[config.mk]
export PLATFORM = sky130hd
export DESIGN_NAME = infix_to_postfix_converter_top
export DESIGN_NICKNAME = d
export VERILOG_FILES = /design/src/rtl/i2p_pkg.sv /design/src/rtl/i2p_stack.sv /design/src/rtl/i2p_outbuf.sv /design/src/rtl/i2p_seq.sv /design/src/rtl/infix_to_postfix_converter_top.sv
export SDC_FILE = /design/constraint.sdc
export NUM_CORES = 1
export LEC_CHECK = 0
export BUFFER_PORTS_ARGS = -buffer_cell sky130_fd_sc_hd__buf_2
export CAP_MARGIN = 0
export CORE_ASPECT_RATIO = 0.9
export CORE_MARGIN = 2
export CORE_UTILIZATION = 60
export CTS_CLUSTER_DIAMETER = 120
export DETAILED_ROUTE_END_ITERATION = 6
export PLACE_DENSITY = 0.82
export RECOVER_POWER = 25
export SYNTH_ARGS = -nofsm -noshare
export SYNTH_HDL_FRONTEND = slang
export SYNTH_HIERARCHICAL = 1
export SYNTH_SLANG_ARGS = --single-unit
[constraint.sdc]
create_clock -name clk -period 6.6 [get_ports clk]
set_input_delay 0.66 -clock clk [delete_from_list [all_inputs] [get_ports clk]]
set_output_delay 0.66 -clock clk [all_outputs]
set_load 0.02 [all_outputs]
[src/rtl/i2p_pkg.sv]
`timescale 1ns / 1ps
// ----------------------------------------------------------------------------
// i2p_pkg: shared types and constants of the infix-to-postfix converter
// Operator codes, character classes, result beat layout, sequencer states.
// ----------------------------------------------------------------------------
package i2p_pkg;

	// ASCII codes of the special characters
	localparam logic [7:0] CH_LPAR = 8'h28;
	localparam logic [7:0] CH_RPAR = 8'h29;
	localparam logic [7:0] CH_MUL  = 8'h2A;
	localparam logic [7:0] CH_ADD  = 8'h2B;
	localparam logic [7:0] CH_SUB  = 8'h2D;
	localparam logic [7:0] CH_DIV  = 8'h2F;

	// stack entry codes
	typedef enum logic [2:0] {
		OP_LPAR = 3'd0,
		OP_ADD  = 3'd1,
		OP_SUB  = 3'd2,
		OP_MUL  = 3'd3,
		OP_DIV  = 3'd4
	} op_code_t;

	typedef enum logic [1:0] {
		KIND_OPERAND,
		KIND_LPAR,
		KIND_RPAR,
		KIND_OPER
	} sym_kind_t;

	// what the pop loop is doing
	typedef enum logic [1:0] {
		MODE_CLOSE,
		MODE_OPER,
		MODE_FLUSH
	} pop_mode_t;

	typedef enum logic [2:0] {
		ST_IDLE,
		ST_DISPATCH,
		ST_READ,
		ST_EVAL,
		ST_PUSH,
		ST_FAULT,
		ST_FINISH
	} seq_state_t;

	// one result beat, without the last flag
	typedef struct packed {
		logic [7:0] sym;
		logic       has;
		logic       fault;
	} out_beat_t;

	// sequencer to output buffer
	typedef struct packed {
		logic      emit;
		logic      drain;
		logic      drain_last;
		out_beat_t beat;
	} emit_req_t;

	function automatic sym_kind_t sym_kind(input logic [7:0] s);
		sym_kind_t k;
		case (s)
			CH_LPAR: k = KIND_LPAR;
			CH_RPAR: k = KIND_RPAR;
			CH_ADD, CH_SUB, CH_MUL, CH_DIV: k = KIND_OPER;
			default: k = KIND_OPERAND;
		endcase
		return k;
	endfunction

	function automatic op_code_t sym_code(input logic [7:0] s);
		op_code_t c;
		case (s)
			CH_ADD:  c = OP_ADD;
			CH_SUB:  c = OP_SUB;
			CH_MUL:  c = OP_MUL;
			CH_DIV:  c = OP_DIV;
			default: c = OP_LPAR;
		endcase
		return c;
	endfunction

	function automatic logic [7:0] code_char(input op_code_t c);
		logic [7:0] ch;
		case (c)
			OP_LPAR: ch = CH_LPAR;
			OP_ADD:  ch = CH_ADD;
			OP_SUB:  ch = CH_SUB;
			OP_MUL:  ch = CH_MUL;
			OP_DIV:  ch = CH_DIV;
			default: ch = 8'h00;
		endcase
		return ch;
	endfunction

	function automatic logic [1:0] code_prio(input op_code_t c);
		logic [1:0] p;
		case (c)
			OP_ADD, OP_SUB: p = 2'd1;
			OP_MUL, OP_DIV: p = 2'd2;
			default:        p = 2'd0;
		endcase
		return p;
	endfunction

endpackage

[src/rtl/i2p_stack.sv]
`timescale 1ns / 1ps
// ----------------------------------------------------------------------------
// i2p_stack: operator stack storage
// One write port, one read port with registered read data.
// ----------------------------------------------------------------------------
module i2p_stack #(
	parameter int DEPTH = 16,
	parameter int AW    = 4
) (
	input  logic          clk,
	input  logic          we,
	input  logic [AW-1:0] waddr,
	input  logic [2:0]    wdata,
	input  logic          re,
	input  logic [AW-1:0] raddr,
	output logic [2:0]    rdata
);
	import i2p_pkg::*;

	logic [2:0] mem [DEPTH];
	logic [2:0] rdata_q;

	// write port
	always_ff @(posedge clk) begin
		if (we) begin
			mem[waddr] <= wdata;
		end
	end

	// read port, data holds until the next read
	always_ff @(posedge clk) begin
		if (re) begin
			rdata_q <= mem[raddr];
		end
	end

	assign rdata = rdata_q;

endmodule

[src/rtl/i2p_outbuf.sv]
`timescale 1ns / 1ps
// ----------------------------------------------------------------------------
// i2p_outbuf: result holding stage and output register
// Keeps the newest beat back so the end flag can be set on it later.
// ----------------------------------------------------------------------------
module i2p_outbuf (
	input  logic              clk,
	input  logic              arst_n,
	input  i2p_pkg::emit_req_t req,
	output logic              ok,
	output logic              m_tvalid,
	input  logic              m_tready,
	output logic [7:0]        m_tdata,   // [7:0] out_symbol
	output logic [1:0]        m_tuser,   // [0] has_symbol, [1] fault
	output logic              m_tlast    // last_out
);
	import i2p_pkg::*;

	logic      pend_v_q;
	out_beat_t pend_q;
	logic      ob_v_q;
	out_beat_t ob_q;
	logic      ob_last_q;

	logic      ob_free;
	logic      ob_load;
	out_beat_t ob_d;
	logic      ob_last_d;
	logic      pend_load;
	logic      pend_clr;

	assign ob_free = !ob_v_q || m_tready;

	// handshake with the sequencer
	always_comb begin
		ok        = 1'b0;
		ob_load   = 1'b0;
		ob_d      = pend_q;
		ob_last_d = 1'b0;
		pend_load = 1'b0;
		pend_clr  = 1'b0;
		if (req.emit) begin
			ok = !pend_v_q || ob_free;
			if (ok) begin
				pend_load = 1'b1;
				ob_load   = pend_v_q;
			end
		end else if (req.drain) begin
			if (pend_v_q) begin
				ok        = ob_free;
				ob_load   = ob_free;
				ob_last_d = req.drain_last;
				pend_clr  = ob_free;
			end else if (req.drain_last) begin
				// bare end marker
				ok        = ob_free;
				ob_load   = ob_free;
				ob_d      = '{sym: 8'h00, has: 1'b0, fault: 1'b0};
				ob_last_d = 1'b1;
			end else begin
				ok = 1'b1;
			end
		end
	end

	// valid flags
	always_ff @(posedge clk or negedge arst_n) begin
		if (!arst_n) begin
			pend_v_q <= 1'b0;
			ob_v_q   <= 1'b0;
		end else begin
			if (pend_load) begin
				pend_v_q <= 1'b1;
			end else if (pend_clr) begin
				pend_v_q <= 1'b0;
			end
			if (ob_load) begin
				ob_v_q <= 1'b1;
			end else if (m_tready) begin
				ob_v_q <= 1'b0;
			end
		end
	end

	// payload
	always_ff @(posedge clk) begin
		if (pend_load) begin
			pend_q <= req.beat;
		end
		if (ob_load) begin
			ob_q      <= ob_d;
			ob_last_q <= ob_last_d;
		end
	end

	assign m_tvalid = ob_v_q;
	assign m_tdata  = ob_q.sym;
	assign m_tuser  = {ob_q.fault, ob_q.has};
	assign m_tlast  = ob_last_q;

endmodule

[src/rtl/i2p_seq.sv]
`timescale 1ns / 1ps
// ----------------------------------------------------------------------------
// i2p_seq: shunting-yard sequencer
// Pops the stack one entry per read/compare step and issues result beats.
// ----------------------------------------------------------------------------
module i2p_seq #(
	parameter int DEPTH = 16,
	parameter int AW    = 4,
	parameter int CW    = 5
) (
	input  logic               clk,
	input  logic               arst_n,
	input  logic               s_tvalid,
	output logic               s_tready,
	input  logic [7:0]         s_tdata,
	input  logic               s_tlast,
	output logic               st_we,
	output logic [AW-1:0]      st_waddr,
	output logic [2:0]         st_wdata,
	output logic               st_re,
	output logic [AW-1:0]      st_raddr,
	input  logic [2:0]         st_rdata,
	output i2p_pkg::emit_req_t req,
	input  logic               ok
);
	import i2p_pkg::*;

	seq_state_t state_q, state_d;
	pop_mode_t  mode_q, mode_d;
	logic [CW-1:0] count_q, count_d;
	logic [7:0]    sym_q;
	logic          last_q;
	sym_kind_t     kind_q;
	op_code_t      code_q;

	op_code_t   top;
	logic       accept;
	logic [CW-1:0] count_m1;

	assign top      = op_code_t'(st_rdata);
	assign accept   = s_tvalid && s_tready;
	assign count_m1 = count_q - CW'(1);

	// control registers
	always_ff @(posedge clk or negedge arst_n) begin
		if (!arst_n) begin
			state_q <= ST_IDLE;
			mode_q  <= MODE_FLUSH;
			count_q <= '0;
		end else begin
			state_q <= state_d;
			mode_q  <= mode_d;
			count_q <= count_d;
		end
	end

	// input beat capture
	always_ff @(posedge clk) begin
		if (accept) begin
			sym_q  <= s_tdata;
			last_q <= s_tlast;
			kind_q <= sym_kind(s_tdata);
			code_q <= sym_code(s_tdata);
		end
	end

	// next state and outputs
	always_comb begin
		state_d    = state_q;
		mode_d     = mode_q;
		count_d    = count_q;
		s_tready   = 1'b0;
		st_we      = 1'b0;
		st_waddr   = count_q[AW-1:0];
		st_wdata   = code_q;
		st_re      = 1'b0;
		st_raddr   = count_m1[AW-1:0];
		req        = '0;
		case (state_q)
			ST_IDLE: begin
				s_tready = 1'b1;
				if (s_tvalid) begin
					state_d = ST_DISPATCH;
				end
			end
			ST_DISPATCH: begin
				case (kind_q)
					KIND_LPAR: state_d = ST_PUSH;
					KIND_RPAR: begin
						mode_d  = MODE_CLOSE;
						state_d = (count_q == '0) ? ST_FAULT : ST_READ;
					end
					KIND_OPER: begin
						mode_d  = MODE_OPER;
						state_d = (count_q == '0) ? ST_PUSH : ST_READ;
					end
					default: begin
						// operand goes straight out
						req.emit = 1'b1;
						req.beat = '{sym: sym_q, has: 1'b1, fault: 1'b0};
						if (ok) begin
							state_d = ST_FINISH;
						end
					end
				endcase
			end
			ST_READ: begin
				st_re   = 1'b1;
				state_d = ST_EVAL;
			end
			ST_EVAL: begin
				req.beat = '{sym: code_char(top), has: 1'b1, fault: 1'b0};
				case (mode_q)
					MODE_CLOSE: begin
						if (top == OP_LPAR) begin
							count_d = count_m1;
							state_d = ST_FINISH;
						end else begin
							req.emit = 1'b1;
							if (ok) begin
								count_d = count_m1;
								state_d = (count_q == CW'(1)) ? ST_FAULT : ST_READ;
							end
						end
					end
					MODE_OPER: begin
						if (code_prio(code_q) > code_prio(top)) begin
							state_d = ST_PUSH;
						end else begin
							req.emit = 1'b1;
							if (ok) begin
								count_d = count_m1;
								state_d = (count_q == CW'(1)) ? ST_PUSH : ST_READ;
							end
						end
					end
					default: begin
						// end-of-text flush
						req.emit = 1'b1;
						if (ok) begin
							count_d = count_m1;
							state_d = (count_q == CW'(1)) ? ST_FINISH : ST_READ;
						end
					end
				endcase
			end
			ST_PUSH: begin
				if (count_q == CW'(DEPTH)) begin
					req.emit = 1'b1;
					req.beat = '{sym: 8'h00, has: 1'b0, fault: 1'b1};
					if (ok) begin
						state_d = ST_FINISH;
					end
				end else begin
					st_we   = 1'b1;
					count_d = count_q + CW'(1);
					state_d = ST_FINISH;
				end
			end
			ST_FAULT: begin
				req.emit = 1'b1;
				req.beat = '{sym: 8'h00, has: 1'b0, fault: 1'b1};
				if (ok) begin
					state_d = ST_FINISH;
				end
			end
			ST_FINISH: begin
				if (last_q && count_q != '0) begin
					mode_d  = MODE_FLUSH;
					state_d = ST_READ;
				end else begin
					// release the held beat, marking it last at end of text
					req.drain      = 1'b1;
					req.drain_last = last_q;
					if (ok) begin
						state_d = ST_IDLE;
					end
				end
			end
			default: state_d = ST_IDLE;
		endcase
	end

endmodule

[src/rtl/infix_to_postfix_converter_top.sv]
`timescale 1ns / 1ps
// Flow: an accepted operand is registered in the holding stage; each stack entry examined
// is read, then compared and emitted into the holding stage. A held result moves to the
// output register with the next result or at the end of the character's sequence. A new
// character is accepted only once the previous character's sequence has finished.
// Output stalls lengthen a sequence.
// Reset: arst_n clears the stack count, sequencer state and output valid; no clearing pass.
// ----------------------------------------------------------------------------
// infix_to_postfix_converter_top: streaming shunting-yard converter
// Infix characters in, postfix characters out, with stack fault flags.
// ----------------------------------------------------------------------------
module infix_to_postfix_converter_top #(
	parameter int STACK_DEPTH = 16
) (
	input  logic       clk,
	input  logic       arst_n,
	input  logic       s_tvalid,
	output logic       s_tready,
	input  logic [7:0] s_tdata,   // [7:0] symbol
	input  logic       s_tlast,   // end_of_text
	output logic       m_tvalid,
	input  logic       m_tready,
	output logic [7:0] m_tdata,   // [7:0] out_symbol
	output logic [1:0] m_tuser,   // [0] has_symbol, [1] fault
	output logic       m_tlast    // last_out
);
	import i2p_pkg::*;

	localparam int AW = $clog2(STACK_DEPTH);
	localparam int CW = $clog2(STACK_DEPTH + 1);

	logic          st_we;
	logic [AW-1:0] st_waddr;
	logic [2:0]    st_wdata;
	logic          st_re;
	logic [AW-1:0] st_raddr;
	logic [2:0]    st_rdata;
	emit_req_t     req;
	logic          ok;

	i2p_seq #(
		.DEPTH(STACK_DEPTH),
		.AW   (AW),
		.CW   (CW)
	) u_seq (
		.clk     (clk),
		.arst_n  (arst_n),
		.s_tvalid(s_tvalid),
		.s_tready(s_tready),
		.s_tdata (s_tdata),
		.s_tlast (s_tlast),
		.st_we   (st_we),
		.st_waddr(st_waddr),
		.st_wdata(st_wdata),
		.st_re   (st_re),
		.st_raddr(st_raddr),
		.st_rdata(st_rdata),
		.req     (req),
		.ok      (ok)
	);

	i2p_stack #(
		.DEPTH(STACK_DEPTH),
		.AW   (AW)
	) u_stack (
		.clk  (clk),
		.we   (st_we),
		.waddr(st_waddr),
		.wdata(st_wdata),
		.re   (st_re),
		.raddr(st_raddr),
		.rdata(st_rdata)
	);

	i2p_outbuf u_outbuf (
		.clk     (clk),
		.arst_n  (arst_n),
		.req     (req),
		.ok      (ok),
		.m_tvalid(m_tvalid),
		.m_tready(m_tready),
		.m_tdata (m_tdata),
		.m_tuser (m_tuser),
		.m_tlast (m_tlast)
	);

endmodule

== Word-level counts from Yosys, hierarchy flattened ==
Memory sizes are Yosys's and may differ from the RTL's. A register that Yosys moved wholly into a read port is not among the register bits.
Cells that the tools add are included.

* Bits in registers: 47
* Bits in writable memories: 48
* Input port bits: 13
* Logic and storage cells: 158
* Memories: 1

{| class="wikitable"
|+ Memory list
! memory !! words !! bits a word !! read ports !! clocked after memory_dff !! write ports !! RTL line !! RTL
|-
| u_stack.mem || 16 || 3 || 1 || 1 || 1 || i2p_stack.sv:20 || <nowiki>logic [2:0] mem [DEPTH];</nowiki>
|}

* Add/subtract/negate cells: 2
* Magnitude comparators: 1
* Equality and inequality tests: 35
* Muxes and demuxes: 77
* Bitwise logic cells: 1
* Reductions and logical operators: 25

{| class="wikitable"
|+ Operator list
! operator !! number
|-
| 10-bit two-way mux || 5
|-
| 8-bit by 6-bit == test with 1-bit output, second input constant || 6
|-
| 3-bit two-way mux || 15
|-
| 10-bit one-hot mux with 4 select lines || 1
|-
| 1-bit two-way mux || 31
|-
| 6-bit one-hot mux with 5 select lines || 1
|-
| 3-bit one-hot mux with 7 select lines || 1
|-
| 5-bit two-way mux || 4
|-
| 5-bit one-hot mux with 2 select lines || 2
|-
| 3-bit by 2-bit == test with 1-bit output, second input constant || 6
|-
| 2-bit one-hot mux with 2 select lines || 4
|-
| 3-bit == test, second input constant || 5
|-
| 2-bit two-way mux || 7
|-
| 3-bit one-hot mux with 4 select lines || 1
|-
| 2-bit OR reduction || 5
|-
| 3-bit by 1-bit == test with 1-bit output, second input constant || 3
|-
| 3-bit one-hot mux with 3 select lines || 1
|-
| 4-bit by 3-bit != test with 1-bit output, second input constant || 2
|-
| 2-bit nonzero test || 4
|-
| 3-bit logical NOT || 2
|-
| 3-bit != test, second input constant || 2
|-
| 2-bit one-hot mux with 3 select lines || 1
|-
| 3-bit one-hot mux with 2 select lines || 1
|-
| 3-bit AND reduction || 2
|-
| other kinds (23) || 29
|}

== Longest topological paths before layout ==
* Word-level depth: 14
* Depth in mapped cells: 15

== Hierarchy ==
The synthesis kept the hierarchy.

{| class="wikitable"
|+ Modules (own cells, without submodules)
! module !! times used !! cells each !! area each (µm²) !! seq. area each (µm²)
|-
| i2p_stack || 1 || 103 || 2042.0 || 1531.5
|-
| i2p_seq || 1 || 182 || 1691.6 || 671.9
|-
| i2p_outbuf || 1 || 47 || 873.3 || 680.7
|}

== Worst setup path before layout ==
OpenSTA, ideal clock, no wires.

* Kind: register to register
* Start point: register u_seq.code_q[1] (netlist: u_seq/st_wdata[1])
* End point: register u_outbuf/pend_q[0] (netlist bit), enable pin
* Library setup time: 0.392 ns
* Arrival time: 2.684 ns
* Data required time: 6.208 ns
* Slack: 3.524 ns
* Stages on the path, launching flop included: 9
* Buffers on the path: 0
* Cell sequence: edfxtp_1 -> nor2_1 -> nand2_1 -> o21ai_0 -> ha_1 -> nor2b_1 -> o2111ai_2 -> a311o_1 -> a21boi_0

{| class="wikitable"
|+ RTL lines
! item !! RTL line !! RTL
|-
| from (decl) || i2p_seq.sv:34 || <nowiki>op_code_t code_q;</nowiki>
|-
| from (signal assigned) || i2p_seq.sv:63 || <nowiki>code_q <= sym_code(s_tdata);</nowiki>
|-
| to (signal assigned) || i2p_outbuf.sv:88 || <nowiki>pend_q <= req.beat;</nowiki>
|-
| to (decl) || i2p_outbuf.sv:20 || <nowiki>out_beat_t pend_q;</nowiki>
|}

==> reports/results.ini <==
[outcome]
outcome=complete, no violations

[global_route]
grt_pass1_wl_um=12970
antenna_found_initial=0
grt_pass1_vias=2640
grt_overflow_total=0
grt_usage_pct=21.10
grt_max_degree=20

[yosys]
muxShareOfSynthArea_pct=6.735
synth.net_count=351
ys_seq_area_share_pct=62.60
async_reset_ff_share_pct=12.24
synthAdderAreaFrac_pct=1.630
synth-xor-area-share_pct=1.901
synth-edff-count=86
ys.warnings.count=6
ys.flop_type=edfxtp_1
synth_compound_area_share_pct=7.577
syn_avg_cell_area_sq_um=13.88
synth-seq-cells=98
synth.distinct_cells=64
synthCells=332
synth_top_family_by_area=simple AND/OR/NAND/NOR gates
synth-simple-area-share_pct=16.40
syn_area_sq_mm=0.004607

[setup_path]
cp_max_fo=19
worstSetupEndpointType=register
critPathArrivalTime_ns=3.88
worst_ep_required_time_ns=6.84
crit_path_start_kind=register
path_class=reg2reg

[drt]
wirelength_um=7917
ant_nets=0
wl_per_cell_um=17.40
firstDrtPassIters=5
drc=0
drt-vias-per-instance=5.960
drt_iter0_markers=227
vias=2712

[timing]
hold_violations=0
slew_violations=0
fin_setup_tns_ns=0
rsz0062_at_grt=false
max_slew_margin_pct=42.50
setup_violations=0
holdWs_ns=0.2782
fin_crit_ns=3.638
fmax_mhz=274.8
worstMarginPinSlew_ns=0.8594
fin_skew_ns=0.006400
fin_crit_sh_pct=55.13

[layout]
final_common_cell=edfxtp_1
syn_to_final_growth_pct=7.333
drive_gt1_share_pct=18.66
design_area_sq_mm=0.004945
final_cell_mix=edfxtp_1, nor2_1, nand2_1
final_nets=373
instances_no_fill=455
diodes=0

[clock_network]
htree_levels=3
clk_latency_ns=0.37
postCtsHoldBufs=0
cts-root-buf=clkbuf_8
cts.sinks=98
clk_pin_slew_ns=0.09
cts_inserted_buffers=9
clock_path_buffers=2
cts_resized=0
cts_tree=built
post_cts_buffers=0

[power]
p_leak_uw=0.001758
ir_drop_v=0.0002088
powerDensity_mw_per_mm2=449.7

[placement]
dpl_cell_area_sq_mm=0.004745
dpl.hpwl_um=5600
gp_congestion=0.9197
numPortBuffers=25
dp_cells=439

[die]
dieArea_sq_mm=0.008396
dieHeight_um=87.13
coreArea_sq_mm=0.007507
ioPinCount=26
fp.dieW_um=96.37
initial_core_util_pct=61.37
rows=30

[worst_hold_path]
min_path_type=in2async

[job]
cap_viol_max_count=0

==> kinds of logic after synthesis <==
family	Yosys count
muxes	13
and+or+nand+nor	139
AOI/OAI and AO/OA	43
adders and majority gates	6
DFF	98
xor gates and xnor gates	10
buffers and inverters	23
==> power by group <==
group / switching, uW / internal (uW)
registers: 140 / 863
logic: 483 / 344
clock network: 213 / 182
total: 836 / 1390
==> worst max-delay path: stages, from the launching register on <==
cell,delay [ns]
edfxtp_1,0.74
nor2_1,0.08
nand2_1,0.08
o21ai_0,0.11
ha_1,0.33
nor2b_1,0.15
o2111ai_2,0.24
a311o_1,0.48
nor2b_2,0.20
o21ai_0,0.12
o21a_1,0.18
inv_1,0.21
o21ai_4,0.12
a31oi_4,0.26
nor2_1,0.09
xor2_1,0.14
==> final timing paths <==
| path | to | slack [ns] | cells past startpoint | from |
|---|---|---|---|---|
| min in group clk | u_seq/last_q | 0.46 | 1 | s_tlast |
| max in group asynchronous | u_outbuf/pend_v_q | 5.92 | 1 | arst_n |
| worst min register to register | u_seq/mode_q[1] | 0.51 | 2 | u_seq/mode_q[1] |
| worst max register to register | u_seq/count_q[2] | 2.96 | 15 | u_seq/st_wdata[0] |
| worst min-delay path | u_seq/count_q[4] | 0.28 | 1 | arst_n |
| worst max-delay path | u_seq/count_q[2] | 2.96 | 15 | u_seq/st_wdata[0] |
==> cell usage after synthesis, types with 3 or more instances <==
cell type	n	area (sq um)
and2_1	4	25.02
a22oi_1	3	22.52
nor3_1	10	50.05
nand3_1	13	65.06
a21oi_1	4	20.02
o21ai_1	3	15.01
nand2_1	29	108.9
buf_4	5	37.54
edfxtp_1	86	2582
mux4_1	8	210.2
nor2b_2	9	78.83
buf_6	5	56.30
o22ai_1	3	18.77
dfrtp_1	11	275.3
xor2_1	6	52.55
mux4_2	4	90.09
nor2_1	36	135.1
a211oi_1	3	22.52
o21ai_0	4	20.02
inv_1	6	22.52
nor2b_1	9	56.30
a31oi_1	3	18.77
ha_1	6	75.07
xnor2_1	4	35.03
clkbuf_1	3	11.26
nand2b_1	7	43.79
==> final cells by class <==
| cell class | instances | area (sq um) |
|---|---|---|
| multi-input cells | 211 | 1578 |
| fillers | 540 | 2562 |
| inverters | 8 | 30.03 |
| flip-flops and latches | 98 | 2884 |
| well taps | 96 | 120.1 |
| clock buffers | 9 | 123.9 |
| repair buffers | 26 | 123.9 |
| clock inverters | 7 | 85.08 |
==> per-layer routing <==
layer / share of wire [%] / GRT usage [%]
met1: 41 / 27.49
met2: 52 / 34.53
met3: 6.3 / 5.455
met4: 1.3 / 7.554
met5: 0 / 0
==> through the flow <==
step                total power (uW)  setup WS, ns  utilization, %
global placement                1806         3.163           63.20
detailed placement              1840         2.959           63.20
CTS                             2235         2.939           65.98
finish                          2224         2.962           65.87
floorplan                       1664         3.524               -
global route                    2371         2.623           65.87
==> state kept, by name, indices dropped and copies added (netlist names) <==
signal / count
u_outbuf/pend_q: 10
u_outbuf/m_tlast: 1
u_seq/st_wdata: 3
u_seq/sym_q: 8
u_stack/rdata: 3
u_seq/state_q: 3
u_outbuf/pend_v_q: 1
u_seq/count_q: 5
u_outbuf/m_tdata: 8
u_outbuf/m_tvalid: 1
u_stack/mem: 48
u_seq/mode_q: 2
u_outbuf/m_tuser: 2
u_seq/kind_q: 2
u_seq/last_q: 1
Power figures use the tool's default switching activity.
